File: src/hw/rtl/kmf_pkg.sv
// shared types, constants and helper functions for the keyword mask filter
`timescale 1ns / 1ps

package kmf_pkg;

    localparam int BYTE_W              = 8;
    localparam int KW_W                = 64;
    localparam int LEN_W               = 4;
    localparam int LENS_W              = 20;
    localparam int CFG_IDX_W           = 3;
    localparam int STAT_W              = 16;
    localparam int KW_COUNT_MAX        = 5;
    localparam int DEF_NUM_KEYWORDS    = 5;
    localparam int DEF_MAX_KEYWORD_LEN = 8;

    localparam int QUEUE_DEPTH = 4;
    localparam int QPTR_W      = $clog2(QUEUE_DEPTH);
    localparam int QCNT_W      = $clog2(QUEUE_DEPTH + 1);

    localparam logic [CFG_IDX_W-1:0] CFG_IDX_LENGTHS = 3'd5;

    localparam logic [KW_COUNT_MAX-1:0][KW_W-1:0] KW_RESET = {
        64'd114776364114464,
        64'd7566177,
        64'd1852662116,
        64'd1953065075,
        64'd1801680230
    };
    localparam logic [LENS_W-1:0] LENS_RESET = 20'd406596;

    localparam logic [BYTE_W-1:0] STAR_BYTE = 8'h2A;
    localparam logic [STAT_W-1:0] STAT_MAX  = 16'hFFFF;

    typedef struct packed {
        logic [BYTE_W-1:0] data;
        logic              masked;
        logic              last;
    } kmf_entry_t;

    function automatic logic [BYTE_W-1:0] kmf_fold(input logic [BYTE_W-1:0] b);
        return (b >= 8'h41 && b <= 8'h5A) ? b + 8'h20 : b;
    endfunction

    function automatic logic kmf_is_space(input logic [BYTE_W-1:0] b);
        return (b == 8'h20) || (b >= 8'h09 && b <= 8'h0D);
    endfunction

    function automatic logic [STAT_W-1:0] kmf_sat_inc(input logic [STAT_W-1:0] c);
        return (c == STAT_MAX) ? c : c + 16'd1;
    endfunction

endpackage

File: src/hw/rtl/kmf_cfg.sv
// configuration register file: keyword bytes and keyword lengths
`timescale 1ns / 1ps

module kmf_cfg
    import kmf_pkg::*;
#(
    parameter int NUM_KEYWORDS    = DEF_NUM_KEYWORDS,
    parameter int MAX_KEYWORD_LEN = DEF_MAX_KEYWORD_LEN
) (
    input  logic                                  aclk,
    input  logic                                  aresetn,
    input  logic                                  cfg_valid,
    output logic                                  cfg_ready,
    input  logic [CFG_IDX_W-1:0]                  cfg_index,
    input  logic [KW_W-1:0]                       cfg_data,
    output logic [NUM_KEYWORDS-1:0][KW_W-1:0]     kw_words,
    output logic [NUM_KEYWORDS-1:0][LEN_W-1:0]    kw_lens
);

    localparam logic [LEN_W-1:0] LEN_MAX = LEN_W'(MAX_KEYWORD_LEN);

    logic [NUM_KEYWORDS-1:0][KW_W-1:0] kw_reg;
    logic [NUM_KEYWORDS-1:0][KW_W-1:0] kw_next;
    logic [LENS_W-1:0]                 lens_reg;
    logic [LENS_W-1:0]                 lens_next;

    assign cfg_ready = 1'b1;

    always_comb begin
        kw_next   = kw_reg;
        lens_next = lens_reg;
        if (cfg_valid) begin
            for (int k = 0; k < NUM_KEYWORDS; k++) begin
                if (cfg_index == CFG_IDX_W'(k)) begin
                    kw_next[k] = cfg_data;
                end
            end
            if (cfg_index == CFG_IDX_LENGTHS) begin
                lens_next = cfg_data[LENS_W-1:0];
            end
        end
    end

    always_ff @(posedge aclk) begin
        if (!aresetn) begin
            for (int k = 0; k < NUM_KEYWORDS; k++) begin
                kw_reg[k] <= KW_RESET[k];
            end
            lens_reg <= LENS_RESET;
        end else begin
            kw_reg   <= kw_next;
            lens_reg <= lens_next;
        end
    end

    // lengths above the maximum saturate
    always_comb begin
        for (int k = 0; k < NUM_KEYWORDS; k++) begin
            kw_words[k] = kw_reg[k];
            kw_lens[k]  = (lens_reg[LEN_W*k +: LEN_W] > LEN_MAX) ? LEN_MAX
                                                                  : lens_reg[LEN_W*k +: LEN_W];
        end
    end

endmodule

File: src/hw/rtl/kmf_front.sv
// front end: byte window, case folding and cascaded keyword matchers
`timescale 1ns / 1ps

module kmf_front
    import kmf_pkg::*;
#(
    parameter int NUM_KEYWORDS    = DEF_NUM_KEYWORDS,
    parameter int MAX_KEYWORD_LEN = DEF_MAX_KEYWORD_LEN
) (
    input  logic                                  aclk,
    input  logic                                  aresetn,
    input  logic [NUM_KEYWORDS-1:0][KW_W-1:0]     kw_words,
    input  logic [NUM_KEYWORDS-1:0][LEN_W-1:0]    kw_lens,
    input  logic                                  s_valid,
    output logic                                  s_ready,
    input  logic [BYTE_W-1:0]                     s_in_byte,
    input  logic                                  s_in_last,
    output logic                                  q_push,
    output kmf_entry_t                            q_entry,
    input  logic                                  q_full
);

    localparam int SPAN    = MAX_KEYWORD_LEN - 1;
    localparam int LAG     = NUM_KEYWORDS * SPAN;
    localparam int DEPTH   = LAG + 1;
    localparam int STAGE_W = $clog2(DEPTH);
    localparam logic [STAGE_W-1:0] LAST_STAGE = STAGE_W'(LAG);

    logic [BYTE_W-1:0] raw_reg  [DEPTH];
    logic [BYTE_W-1:0] raw_next [DEPTH];
    logic [BYTE_W-1:0] fold_reg [DEPTH];
    logic [BYTE_W-1:0] fold_next[DEPTH];
    logic [BYTE_W-1:0] fold_upd [DEPTH];
    logic [DEPTH-1:0]  mask_reg;
    logic [DEPTH-1:0]  mask_next;
    logic [DEPTH-1:0]  mask_upd;
    logic [DEPTH-1:0]  valid_reg;
    logic [DEPTH-1:0]  valid_next;
    logic [DEPTH-1:0]  last_reg;
    logic [DEPTH-1:0]  last_next;
    logic [DEPTH-1:0]  move;

    logic [NUM_KEYWORDS-1:0]             fresh_reg;
    logic [NUM_KEYWORDS-1:0]             fresh_next;
    logic [NUM_KEYWORDS-1:0][LEN_W-1:0]  skip_reg;
    logic [NUM_KEYWORDS-1:0][LEN_W-1:0]  skip_next;
    logic [STAGE_W-1:0]                  open_cnt_reg;
    logic [STAGE_W-1:0]                  open_cnt_next;

    logic exit_ok;
    logic in_go;

    assign exit_ok = !valid_reg[LAG] || !q_full;
    assign s_ready = exit_ok;
    assign in_go   = s_valid && exit_ok;

    // bytes of an unfinished message hold still without input, older ones drain
    always_comb begin
        for (int i = 0; i < DEPTH; i++) begin
            move[i] = exit_ok && (in_go || (STAGE_W'(i) >= open_cnt_reg));
        end
    end

    // keyword matchers in priority order, each one stage span further back
    always_comb begin
        int  a;
        logic hit;
        fold_upd  = fold_reg;
        mask_upd  = mask_reg;
        skip_next = skip_reg;
        for (int k = 0; k < NUM_KEYWORDS; k++) begin
            a   = (k + 1) * SPAN;
            hit = 1'b0;
            if (fresh_reg[k] && valid_reg[STAGE_W'(a)]) begin
                if (skip_reg[k] != '0) begin
                    skip_next[k] = skip_reg[k] - LEN_W'(1);
                end else if (kw_lens[k] != '0) begin
                    hit = 1'b1;
                    for (int j = 0; j < MAX_KEYWORD_LEN; j++) begin
                        if (LEN_W'(j) < kw_lens[k] &&
                            fold_upd[STAGE_W'(a - j)] != kmf_fold(kw_words[k][BYTE_W*j +: BYTE_W])) begin
                            hit = 1'b0;
                        end
                        if (LEN_W'(j + 1) < kw_lens[k] && last_reg[STAGE_W'(a - j)]) begin
                            hit = 1'b0;
                        end
                    end
                    if (hit) begin
                        for (int j = 0; j < MAX_KEYWORD_LEN; j++) begin
                            if (LEN_W'(j) < kw_lens[k]) begin
                                mask_upd[STAGE_W'(a - j)] = 1'b1;
                                fold_upd[STAGE_W'(a - j)] = STAR_BYTE;
                            end
                        end
                        skip_next[k] = kw_lens[k] - LEN_W'(1);
                    end
                end
                if (last_reg[STAGE_W'(a)]) begin
                    skip_next[k] = '0;
                end
            end
        end
    end

    always_comb begin
        if (move[0]) begin
            raw_next[0]   = s_in_byte;
            fold_next[0]  = kmf_fold(s_in_byte);
            mask_next[0]  = 1'b0;
            valid_next[0] = in_go;
            last_next[0]  = s_in_last;
        end else begin
            raw_next[0]   = raw_reg[0];
            fold_next[0]  = fold_upd[0];
            mask_next[0]  = mask_upd[0];
            valid_next[0] = valid_reg[0];
            last_next[0]  = last_reg[0];
        end
        for (int i = 1; i < DEPTH; i++) begin
            if (move[i] && move[i-1]) begin
                raw_next[i]   = raw_reg[i-1];
                fold_next[i]  = fold_upd[i-1];
                mask_next[i]  = mask_upd[i-1];
                valid_next[i] = valid_reg[i-1];
                last_next[i]  = last_reg[i-1];
            end else if (move[i]) begin
                raw_next[i]   = raw_reg[i-1];
                fold_next[i]  = fold_upd[i-1];
                mask_next[i]  = 1'b0;
                valid_next[i] = 1'b0;
                last_next[i]  = 1'b0;
            end else begin
                raw_next[i]   = raw_reg[i];
                fold_next[i]  = fold_upd[i];
                mask_next[i]  = mask_upd[i];
                valid_next[i] = valid_reg[i];
                last_next[i]  = last_reg[i];
            end
        end
        for (int k = 0; k < NUM_KEYWORDS; k++) begin
            fresh_next[k] = move[(k + 1) * SPAN];
        end
    end

    always_comb begin
        open_cnt_next = open_cnt_reg;
        if (in_go) begin
            if (s_in_last) begin
                open_cnt_next = '0;
            end else if (open_cnt_reg != LAST_STAGE) begin
                open_cnt_next = open_cnt_reg + STAGE_W'(1);
            end
        end
    end

    assign q_push         = move[LAG] && valid_reg[LAG];
    assign q_entry.data   = mask_upd[LAG] ? STAR_BYTE : raw_reg[LAG];
    assign q_entry.masked = mask_upd[LAG];
    assign q_entry.last   = last_reg[LAG];

    always_ff @(posedge aclk) begin
        for (int i = 0; i < DEPTH; i++) begin
            raw_reg[i]  <= raw_next[i];
            fold_reg[i] <= fold_next[i];
        end
    end

    always_ff @(posedge aclk) begin
        if (!aresetn) begin
            mask_reg     <= '0;
            valid_reg    <= '0;
            last_reg     <= '0;
            fresh_reg    <= '0;
            skip_reg     <= '0;
            open_cnt_reg <= '0;
        end else begin
            mask_reg     <= mask_next;
            valid_reg    <= valid_next;
            last_reg     <= last_next;
            fresh_reg    <= fresh_next;
            skip_reg     <= skip_next;
            open_cnt_reg <= open_cnt_next;
        end
    end

endmodule

File: src/hw/rtl/kmf_queue.sv
// small fifo between the window front end and the statistics back end
`timescale 1ns / 1ps

module kmf_queue
    import kmf_pkg::*;
(
    input  logic       aclk,
    input  logic       aresetn,
    input  logic       push,
    input  kmf_entry_t push_entry,
    output logic       full,
    input  logic       pop,
    output kmf_entry_t pop_entry,
    output logic       not_empty
);

    localparam logic [QCNT_W-1:0] CNT_FULL = QCNT_W'(QUEUE_DEPTH);
    localparam logic [QPTR_W-1:0] PTR_LAST = QPTR_W'(QUEUE_DEPTH - 1);

    kmf_entry_t          mem [QUEUE_DEPTH];
    logic [QPTR_W-1:0]   wr_ptr_reg;
    logic [QPTR_W-1:0]   wr_ptr_next;
    logic [QPTR_W-1:0]   rd_ptr_reg;
    logic [QPTR_W-1:0]   rd_ptr_next;
    logic [QCNT_W-1:0]   count_reg;
    logic [QCNT_W-1:0]   count_next;
    logic                do_push;
    logic                do_pop;

    assign full      = (count_reg == CNT_FULL);
    assign not_empty = (count_reg != '0);
    assign do_push   = push && !full;
    assign do_pop    = pop && not_empty;
    assign pop_entry = mem[rd_ptr_reg];

    always_comb begin
        wr_ptr_next = wr_ptr_reg;
        rd_ptr_next = rd_ptr_reg;
        count_next  = count_reg;
        if (do_push) begin
            wr_ptr_next = (wr_ptr_reg == PTR_LAST) ? '0 : wr_ptr_reg + QPTR_W'(1);
        end
        if (do_pop) begin
            rd_ptr_next = (rd_ptr_reg == PTR_LAST) ? '0 : rd_ptr_reg + QPTR_W'(1);
        end
        if (do_push && !do_pop) begin
            count_next = count_reg + QCNT_W'(1);
        end else if (do_pop && !do_push) begin
            count_next = count_reg - QCNT_W'(1);
        end
    end

    always_ff @(posedge aclk) begin
        if (do_push) begin
            mem[wr_ptr_reg] <= push_entry;
        end
    end

    always_ff @(posedge aclk) begin
        if (!aresetn) begin
            wr_ptr_reg <= '0;
            rd_ptr_reg <= '0;
            count_reg  <= '0;
        end else begin
            wr_ptr_reg <= wr_ptr_next;
            rd_ptr_reg <= rd_ptr_next;
            count_reg  <= count_next;
        end
    end

endmodule

File: src/hw/rtl/kmf_back.sv
// back end: per-message statistics and the registered result stage
`timescale 1ns / 1ps

module kmf_back
    import kmf_pkg::*;
(
    input  logic              aclk,
    input  logic              aresetn,
    input  logic              q_valid,
    input  kmf_entry_t        q_entry,
    output logic              q_pop,
    output logic              m_valid,
    input  logic              m_ready,
    output logic [BYTE_W-1:0] m_out_byte,
    output logic              m_out_last,
    output logic              m_filtered,
    output logic [STAT_W-1:0] m_byte_count,
    output logic [STAT_W-1:0] m_word_total
);

    logic [STAT_W-1:0] bytes_seen_reg;
    logic [STAT_W-1:0] bytes_seen_next;
    logic [STAT_W-1:0] words_seen_reg;
    logic [STAT_W-1:0] words_seen_next;
    logic              inside_word_reg;
    logic              inside_word_next;
    logic              any_masked_reg;
    logic              any_masked_next;
    logic              m_valid_reg;
    logic              m_valid_next;

    logic [BYTE_W-1:0] out_byte_reg;
    logic              out_last_reg;
    logic              filtered_reg;
    logic [STAT_W-1:0] byte_count_reg;
    logic [STAT_W-1:0] word_total_reg;

    logic [STAT_W-1:0] bytes_new;
    logic [STAT_W-1:0] words_new;
    logic              space;
    logic              any_new;

    assign q_pop = q_valid && (!m_valid_reg || m_ready);

    assign space     = kmf_is_space(q_entry.data);
    assign bytes_new = kmf_sat_inc(bytes_seen_reg);
    assign words_new = (!space && !inside_word_reg) ? kmf_sat_inc(words_seen_reg)
                                                    : words_seen_reg;
    assign any_new   = any_masked_reg || q_entry.masked;

    always_comb begin
        bytes_seen_next  = bytes_seen_reg;
        words_seen_next  = words_seen_reg;
        inside_word_next = inside_word_reg;
        any_masked_next  = any_masked_reg;
        m_valid_next     = m_valid_reg && !m_ready;
        if (q_pop) begin
            m_valid_next = 1'b1;
            if (q_entry.last) begin
                bytes_seen_next  = '0;
                words_seen_next  = '0;
                inside_word_next = 1'b0;
                any_masked_next  = 1'b0;
            end else begin
                bytes_seen_next  = bytes_new;
                words_seen_next  = words_new;
                inside_word_next = !space;
                any_masked_next  = any_new;
            end
        end
    end

    always_ff @(posedge aclk) begin
        if (q_pop) begin
            out_byte_reg   <= q_entry.data;
            out_last_reg   <= q_entry.last;
            filtered_reg   <= q_entry.last && any_new;
            byte_count_reg <= q_entry.last ? bytes_new : '0;
            word_total_reg <= q_entry.last ? words_new : '0;
        end
    end

    always_ff @(posedge aclk) begin
        if (!aresetn) begin
            bytes_seen_reg  <= '0;
            words_seen_reg  <= '0;
            inside_word_reg <= 1'b0;
            any_masked_reg  <= 1'b0;
            m_valid_reg     <= 1'b0;
        end else begin
            bytes_seen_reg  <= bytes_seen_next;
            words_seen_reg  <= words_seen_next;
            inside_word_reg <= inside_word_next;
            any_masked_reg  <= any_masked_next;
            m_valid_reg     <= m_valid_next;
        end
    end

    assign m_valid      = m_valid_reg;
    assign m_out_byte   = out_byte_reg;
    assign m_out_last   = out_last_reg;
    assign m_filtered   = filtered_reg;
    assign m_byte_count = byte_count_reg;
    assign m_word_total = word_total_reg;

endmodule

File: src/hw/rtl/keyword_mask_filter.sv
// top level of the keyword mask filter
// usage:
//   input requests (s_valid/s_ready) carry one message byte and an end-of-message
//   flag; result requests (m_valid/m_ready) carry the delayed byte, '*' where a
//   keyword was masked, and on the final byte the filtered flag, byte count and
//   word count. cfg_valid/cfg_ready writes keywords 0..4 and the length word.
//   throughput is one byte per cycle while s_ready is high. each byte passes a
//   window of NUM_KEYWORDS*(MAX_KEYWORD_LEN-1)+1 stages (36 by default) with one
//   keyword matcher per stage span; inside a message a byte leaves the window once
//   NUM_KEYWORDS*(MAX_KEYWORD_LEN-1) later bytes have arrived. after the final
//   byte of a message the window drains on its own at one byte per cycle while
//   the queue has room; the next message may enter right behind it.
//   when the receiver stalls, the four-entry queue and the output register fill
//   first; s_ready drops while a byte waits at the window exit behind a full
//   queue. reset empties the window, queue and statistics and restores the
//   default keyword set; no clearing pass is needed.
`timescale 1ns / 1ps

module keyword_mask_filter
    import kmf_pkg::*;
#(
    parameter int NUM_KEYWORDS    = DEF_NUM_KEYWORDS,
    parameter int MAX_KEYWORD_LEN = DEF_MAX_KEYWORD_LEN
) (
    input  logic                 aclk,
    input  logic                 aresetn,
    input  logic                 cfg_valid,
    output logic                 cfg_ready,
    input  logic [CFG_IDX_W-1:0] cfg_index,
    input  logic [KW_W-1:0]      cfg_data,
    input  logic                 s_valid,
    output logic                 s_ready,
    input  logic [BYTE_W-1:0]    s_in_byte,
    input  logic                 s_in_last,
    output logic                 m_valid,
    input  logic                 m_ready,
    output logic [BYTE_W-1:0]    m_out_byte,
    output logic                 m_out_last,
    output logic                 m_filtered,
    output logic [STAT_W-1:0]    m_byte_count,
    output logic [STAT_W-1:0]    m_word_total
);

    logic [NUM_KEYWORDS-1:0][KW_W-1:0]  kw_words;
    logic [NUM_KEYWORDS-1:0][LEN_W-1:0] kw_lens;
    logic       q_push;
    logic       q_full;
    logic       q_pop;
    logic       q_not_empty;
    kmf_entry_t q_in;
    kmf_entry_t q_out;

    kmf_cfg #(
        .NUM_KEYWORDS    (NUM_KEYWORDS),
        .MAX_KEYWORD_LEN (MAX_KEYWORD_LEN)
    ) u_cfg (
        .aclk      (aclk),
        .aresetn   (aresetn),
        .cfg_valid (cfg_valid),
        .cfg_ready (cfg_ready),
        .cfg_index (cfg_index),
        .cfg_data  (cfg_data),
        .kw_words  (kw_words),
        .kw_lens   (kw_lens)
    );

    kmf_front #(
        .NUM_KEYWORDS    (NUM_KEYWORDS),
        .MAX_KEYWORD_LEN (MAX_KEYWORD_LEN)
    ) u_front (
        .aclk      (aclk),
        .aresetn   (aresetn),
        .kw_words  (kw_words),
        .kw_lens   (kw_lens),
        .s_valid   (s_valid),
        .s_ready   (s_ready),
        .s_in_byte (s_in_byte),
        .s_in_last (s_in_last),
        .q_push    (q_push),
        .q_entry   (q_in),
        .q_full    (q_full)
    );

    kmf_queue u_queue (
        .aclk       (aclk),
        .aresetn    (aresetn),
        .push       (q_push),
        .push_entry (q_in),
        .full       (q_full),
        .pop        (q_pop),
        .pop_entry  (q_out),
        .not_empty  (q_not_empty)
    );

    kmf_back u_back (
        .aclk         (aclk),
        .aresetn      (aresetn),
        .q_valid      (q_not_empty),
        .q_entry      (q_out),
        .q_pop        (q_pop),
        .m_valid      (m_valid),
        .m_ready      (m_ready),
        .m_out_byte   (m_out_byte),
        .m_out_last   (m_out_last),
        .m_filtered   (m_filtered),
        .m_byte_count (m_byte_count),
        .m_word_total (m_word_total)
    );

endmodule

File: config.mk
export PLATFORM = sky130hd
export DESIGN_NAME = keyword_mask_filter
export DESIGN_NICKNAME = d
export VERILOG_FILES = /design/src/hw/rtl/kmf_pkg.sv /design/src/hw/rtl/kmf_cfg.sv /design/src/hw/rtl/kmf_front.sv /design/src/hw/rtl/kmf_queue.sv /design/src/hw/rtl/kmf_back.sv /design/src/hw/rtl/keyword_mask_filter.sv
export SDC_FILE = /design/constraint.sdc
export NUM_CORES = 2
export LEC_CHECK = 0
export BUFFER_PORTS_ARGS = -buffer_cell sky130_fd_sc_hd__buf_2
export CAP_MARGIN = 30
export CORE_MARGIN = 10
export CORE_UTILIZATION = 50
export CTS_CLUSTER_DIAMETER = 50
export DETAILED_ROUTE_END_ITERATION = 8
export GPL_ROUTABILITY_DRIVEN = 0
export PLACE_DENSITY = 0.67
export SYNTH_ARGS = -nofsm -noshare
export SYNTH_HDL_FRONTEND = slang
export SYNTH_SLANG_ARGS = --single-unit
File: constraint.sdc
create_clock -name aclk -period 5.64 [get_ports aclk]
set_input_delay 0.846 -clock aclk [delete_from_list [all_inputs] [get_ports aclk]]
set_output_delay 0.846 -clock aclk [all_outputs]
set_load 0.005 [all_outputs]
; Yosys cells after proc, flatten, opt, wreduce, memory -nomap -nowiden
; Memories as Yosys holds them, arrays and structs flattened. A register that Yosys moved wholly into a read port is not among the register bits.
; Index checks and enable logic that the tools add are counted.
[totals]
regBits = 722
ram_bits = 328
n_memories = 2
out_inout_bits = 45
[memory_table]
columns = memory, words, word_bits, read_ports, rd_ports_with_merged_regs, write_ports, line
row1 = u_front.raw_reg, 36, 8, 36, 0, 36, kmf_front.sv:29  ; logic [BYTE_W-1:0] raw_reg [DEPTH];
row2 = u_queue.mem, 4, 10, 1, 1, 1, kmf_queue.sv:20  ; kmf_entry_t mem [QUEUE_DEPTH];
[classes]
muxes = 540
bitwise_logic = 1
n_lt_le_gt_ge = 144
n_eq_ne = 44
n_addsub = 48
n_reduce_logical = 302
[ops]
columns = cell, n
row1 = 2-to-1 mux 8 bit, 210
row2 = 2-to-1 mux 64 bit, 16
row3 = 2-to-1 mux 1 bit, 281
row4 = "adder 8 x 6 -> 8 bit, second input constant", 33
row5 = "greater-or-equal comparator 8 x 7 -> 1 bit, second input constant", 33
row6 = "less-or-equal comparator 8 x 7 -> 1 bit, second input constant", 33
row7 = inequality test 8 bit, 32
row8 = logical AND 1 bit, 183
row9 = "greater-or-equal comparator 5 x 6 -> 1 bit, first input constant", 16
row10 = 2-to-1 mux 16 bit, 5
row11 = 2-to-1 mux 4 bit, 20
row12 = nonzero test 2 bit, 37
row13 = "less-than comparator 3 x 4 -> 1 bit, first input constant", 16
row14 = "greater-or-equal comparator 4 x 6 -> 1 bit, first input constant", 8
row15 = logical OR 1 bit, 40
row16 = nonzero test 3 bit, 13
row17 = "adder 16 x 1 -> 16 bit, second input constant", 2
row18 = "equality test 16 bit, second input constant", 2
row19 = "less-than comparator 1 x 4 -> 1 bit, first input constant", 8
row20 = "less-than comparator 2 x 4 -> 1 bit, first input constant", 8
row21 = nonzero test 4 bit, 8
row22 = "subtractor 4 x 1 -> 4 bit, second input constant", 8
row23 = "greater-or-equal comparator 3 x 6 -> 1 bit, first input constant", 4
row24 = "greater-or-equal comparator 6 bit, first input constant", 4
row25 = other kinds (27), 59

; Logic depth before layout (Yosys ltp)
[depth]
word_depth = 63
depth_mapped = 19
ltp_nobuf = 16

; Cells and area by module
; A second synthesis with hierarchy kept.
[hier_totals]
cells_unflattened = 4589
area_unflattened_um2 = 48132.4
[by_module_without_submodules]
columns = module, seq_area_each_um2, area_each_um2, instances, cells_per_inst
row1 = kmf_front, 16055.4, 29328.1, 1, 2835
row2 = kmf_cfg, 6806.5, 12908.6, 1, 1239
row3 = kmf_back, 1961.9, 3977.6, 1, 412
row4 = kmf_queue, 1381.3, 1918.1, 1, 103

; Worst setup path after synthesis
; OpenSTA, ideal clock, no wires.
[synth_path]
path_kind = register -> register
from = register u_cfg.kw_reg, in the netlist u_cfg.kw_words[17]
to = register u_front.fold_reg[57] in the netlist's numbering (data pin)
required_time_ns = 5.381
setup_ns = 0.259
stages_incl_launch_ff = 16
arrival_time_ns = 4.276
slack_ns = 1.105
synth_period_minus_slack_ns = 4.535
path_cell_list = dfxtp_1 > or4_1 > o21bai_2 > nor4b_1 > xnor2_1 > o41ai_2 > a22oi_1 > nor3b_1 > mux2i_1 > nand4b_2 > buf_6 > a21bo_2 > a41oi_4 > a21oi_1 > or3_1 > o31a_1
[synth_rtl]
columns = item, line
row1 = "start, declared", kmf_cfg.sv:22  ; logic [NUM_KEYWORDS-1:0][KW_W-1:0] kw_reg;
row2 = "start signal, assigned by index", kmf_cfg.sv:47  ; kw_reg[k] <= KW_RESET[k];
row3 = "start signal, assigned", kmf_cfg.sv:51  ; kw_reg <= kw_next;
row4 = "end signal, assigned by index", kmf_front.sv:164  ; fold_reg[i] <= fold_next[i];
row5 = "end, declared", kmf_front.sv:31  ; logic [BYTE_W-1:0] fold_reg [DEPTH];

==> run_results.csv <==
group,metric,value,unit
status,status,"complete, no violations",
yosys,yosys-top-cells-count,"nand2_1 (751), dfxtp_1 (674), a21oi_1 (401), edfxtp_1 (378), nor2_1 (324)",
timing,grt_setup_unrepaired,"false",
power_and_ir_drop,vdd_drop_max,435,µV
routing,antenna_left,0,
clocking,cts_made_buffers,120,
grt,grt_pass1_vias,31500,
clocking,post_cts_buffers,0,
routing,via_per_inst,5.88,
power_and_ir_drop,power_density,368,nW/µm²
timing,finalSetupTns,0,ns
floorplan,initial_core_util,50.5,%
worst_setup_path,reg2reg_to,"u_front.fold_reg[82]$_DFF_P_",
timing,period_minus_slack,5.41,ns
power_and_ir_drop,clkPwrFrac,43.9,%
power_and_ir_drop,switchingPower,4640,µW
yosys,synth-seq-area-share,56.5,%
grt,grt_usage,24.3,%
timing,timing.fmax,0.185,GHz
finish,nNetsFinal,4713,
hold_path,hold_class,"primary input to register",
floorplan,fp.dieW,317,µm
floorplan,floorplan.die_area,100000,µm²
worst_setup_path,rr_worst_depth,15,
hold_path,whs_endpoint,"u_front.raw_reg[0][7]$_DFFE_PP_",
yosys,synth-seq-cells,1052,
placement,numPortBuffers,124,
yosys,synth_edf_count,378,
worst_setup_path,start_kind,"register",
timing,slew_viol_final,0,
routing,route.detailed.drc,0,
yosys,ys_types,112,
timing,slew_headroom,30.1,%
finish,largest_register_ffs,288,
clocking,cts_root_buffer,"clkbuf_16",
clocking,cts_max_level,3,
placement,hpwl,89500,µm
worst_setup_path,r2r-start,"u_cfg.kw_words[17]$_SDFFE_PN1P_",
floorplan,die-height,317,µm
timing,fin_worst_skew,0.0511,ns
worst_setup_path,cp_data_required_time,6.23,ns
yosys,synth_cells,4440,
routing,drt-total-wl,125000,µm
routing,drt_first_iter_violations,3596,
power_and_ir_drop,p_total,18400,µW
power_and_ir_drop,swShare,25.1,%
worst_setup_path,ff2ff_setup_slack,0.23,ns
finish,syn_to_final_growth,13.9,%
yosys,synth_area_leaders,"dfxtp_1 (31%), edfxtp_1 (26%), nand2_1 (6.4%), a21oi_1 (4.6%), xnor2_1 (3.1%)",
yosys,synthesis.nets,4586,
clocking,clock-sinks,1052,
clocking,clk_latency,0.72,ns
yosys,synth_top_cell_by_area,"dfxtp_1",
floorplan,rows,108,
yosys,syn-mean-instance-area,9.90,µm²
worst_setup_path,worstSetupPathType,"register to register",
grt,grt_pass1_wl,190000,µm
floorplan,core_area,87000,µm²
clocking,clkTransAtPathRegs,0.06,ns
hold_path,hold_start,"s_in_byte[7]",
routing,avgRoutedWirePerCell,21.4,µm
yosys,synthFlopType,"dfxtp_1",
worst_setup_path,cp-end-kind,"register",
clocking,ctsResizeCount,0,
timing,setup_viol,0,
yosys,synth.top_cell.area_share,30.7,%
finish,drive_gt1_share,10.5,%
grt,grt_antenna_before_repair,3,
floorplan,io_pins,126,
power_and_ir_drop,power.internal,13800,µW
yosys,async_reset_ff_share,0,%
worst_setup_path,cp_data_arrival_time,6.00,ns
routing,dr.pass1.iters,8,
clocking,cts_tree,"yes",
yosys,yosysMostFrequentCell,"nand2_1",
job,drv_cap,0,
power_and_ir_drop,p_seq_share,48.3,%
yosys,syn_area,44000,µm²
yosys,yosysWarnings,0,
hold_path,worstHoldPathCells,1,
grt,gr-total-overflow,0,
timing,fin_crit_sh,96.0,%
grt,grt_max_degree,142,
worst_setup_path,cp_max_fo,8,
timing,worst_slew_pin_slew,1.04,ns
clocking,cts_hold_buf,0,
clocking,clockBufferDepth,3,
routing,num_vias,34300,
power_and_ir_drop,p_comb_share,7.8,%
power_and_ir_drop,leakage,0.0186,µW
timing,hold_viol_final,0,
==> critical path, cell delays in order (launching register included) <==
cell and delay [ns]:
dfxtp_1 0.33, or4_1 0.54, o21bai_2 0.18, nor4b_1 0.09, xnor2_1 0.16, o41ai_2 0.50, a22oi_1 0.18, nor3b_1 0.45
mux2i_1 0.52, nand4b_2 0.36, a211oi_4 0.49, a41oi_4 0.31, a211oi_4 0.57, buf_4 0.27, nor3_2 0.10, a22o_1 0.23
==> power groups by stage <==
stage	Sequential, µW	Clock (µW)	Combinational, µW
after floorplan	8910	0	910
after global placement	9050	0	1410
after detailed placement	9050	0	1430
after CTS	8900	8220	1440
after global routing	8960	8510	1590
final	8900	8100	1430
==> worst max-delay path by stage <==
stage	start	end	slack (ns)	depth (start not counted)
2_1_floorplan	u_cfg.kw_words[17]$_SDFFE_PN1P_	u_front.fold_reg[57]$_DFFE_PP_	1.10	15
3_3_place_gp	u_cfg.kw_words[17]$_SDFFE_PN1P_	u_front.fold_reg[87]$_DFF_P_	0.41	15
3_5_place_dp	u_cfg.kw_words[17]$_SDFFE_PN1P_	u_front.fold_reg[82]$_DFF_P_	0.32	15
4_1_cts	u_cfg.kw_words[17]$_SDFFE_PN1P_	u_front.fold_reg[82]$_DFF_P_	0.28	15
5_1_grt	u_cfg.kw_words[8]$_SDFFE_PN1P_	u_front.fold_reg[82]$_DFF_P_	0.005	16
6_report	u_cfg.kw_words[17]$_SDFFE_PN1P_	u_front.fold_reg[82]$_DFF_P_	0.23	15
==> layout by cell type, fill, tap and decap left out, drive strengths merged, types with 18 or more instances in the layout <==
cell type / synthesis / final
dfxtp: 674 / 674
inv: 153 / 179
o2bb2ai: 23 / 23
a21oi: 404 / 404
nor2: 325 / 325
buf: 18 / 185
and2: 18 / 18
o31ai: 19 / 19
ha: 64 / 64
clkinv: 9 / 40
xor2: 94 / 94
and3: 26 / 26
nor3: 141 / 141
edfxtp: 378 / 378
or2: 21 / 21
nand2b: 20 / 20
nand3: 174 / 174
o22a: 21 / 21
o21ai: 169 / 169
nand2: 751 / 751
a22oi: 97 / 97
nor2b: 27 / 27
o41ai: 22 / 22
or3: 29 / 29
clkbuf: 162 / 144
xnor2: 157 / 157
nand4: 33 / 33
nor4: 29 / 29
a22o: 79 / 79
a31oi: 29 / 29
==> through the flow <==
| stage | instances | cell area, µm² | worst slack, ns | utilization, % | hold slack [ns] |
|---|---|---|---|---|---|
| detailed placement | 5600 | 45900 | 0.320 | 52.7 | 0.405 |
| finish | 5828 | 50100 | 0.227 | 57.6 | 0.350 |
| CTS | 5826 | 50100 | 0.279 | 57.5 | 0.315 |
| floorplan | 4440 | 44000 | 1.10 | - | 0.400 |
| global placement | 5599 | 45900 | 0.408 | 52.7 | 0.401 |
| global route | 5827 | 50100 | 0.00456 | 57.6 | 0.328 |
==> routing by layer <==
layer  vias up  GRT usage (%)  part of all wire, %  wire (µm)
met1     16500           32.9                   42      52900
met2      1348           37.9                   45      56300
li1      16200              -                    -          -
met4         2           9.94                  4.1       5120
met3       257           4.80                  8.3      10300
met5         -              0               0.0064          8
==> cell type report <==
| type | instances | area, µm² |
|---|---|---|
| Antenna cell | 2 | 5.00 |
| Clock buffer | 144 | 3230 |
| Clock inverter | 82 | 981 |
| Fill cell | 7566 | 36900 |
| Inverter | 162 | 616 |
| Multi-Input combinational cell | 3046 | 17900 |
| Sequential cell | 1052 | 24800 |
| Tap cell | 1155 | 1450 |
| Timing Repair Buffer | 185 | 1110 |
==> kinds of logic (layout without fill, tap and decap cells) <==
kind of cell / count (synthesis) / count (layout) / share of synthesized area (%)
other: 1 / 3 / 0.00853
buffers and inverters: 342 / 573 / 2.98
XOR/XNOR: 251 / 251 / 5.00
AO/OA/AOI/OAI: 1047 / 1047 / 15.7
multiplexers: 29 / 29 / 0.953
adder cells (fa/ha/maj): 65 / 65 / 1.87
flip-flops: 1052 / 1052 / 56.5
AND/OR/NAND/NOR: 1653 / 1653 / 17.0
No activity file was read; power rests on OpenSTA's default activity.
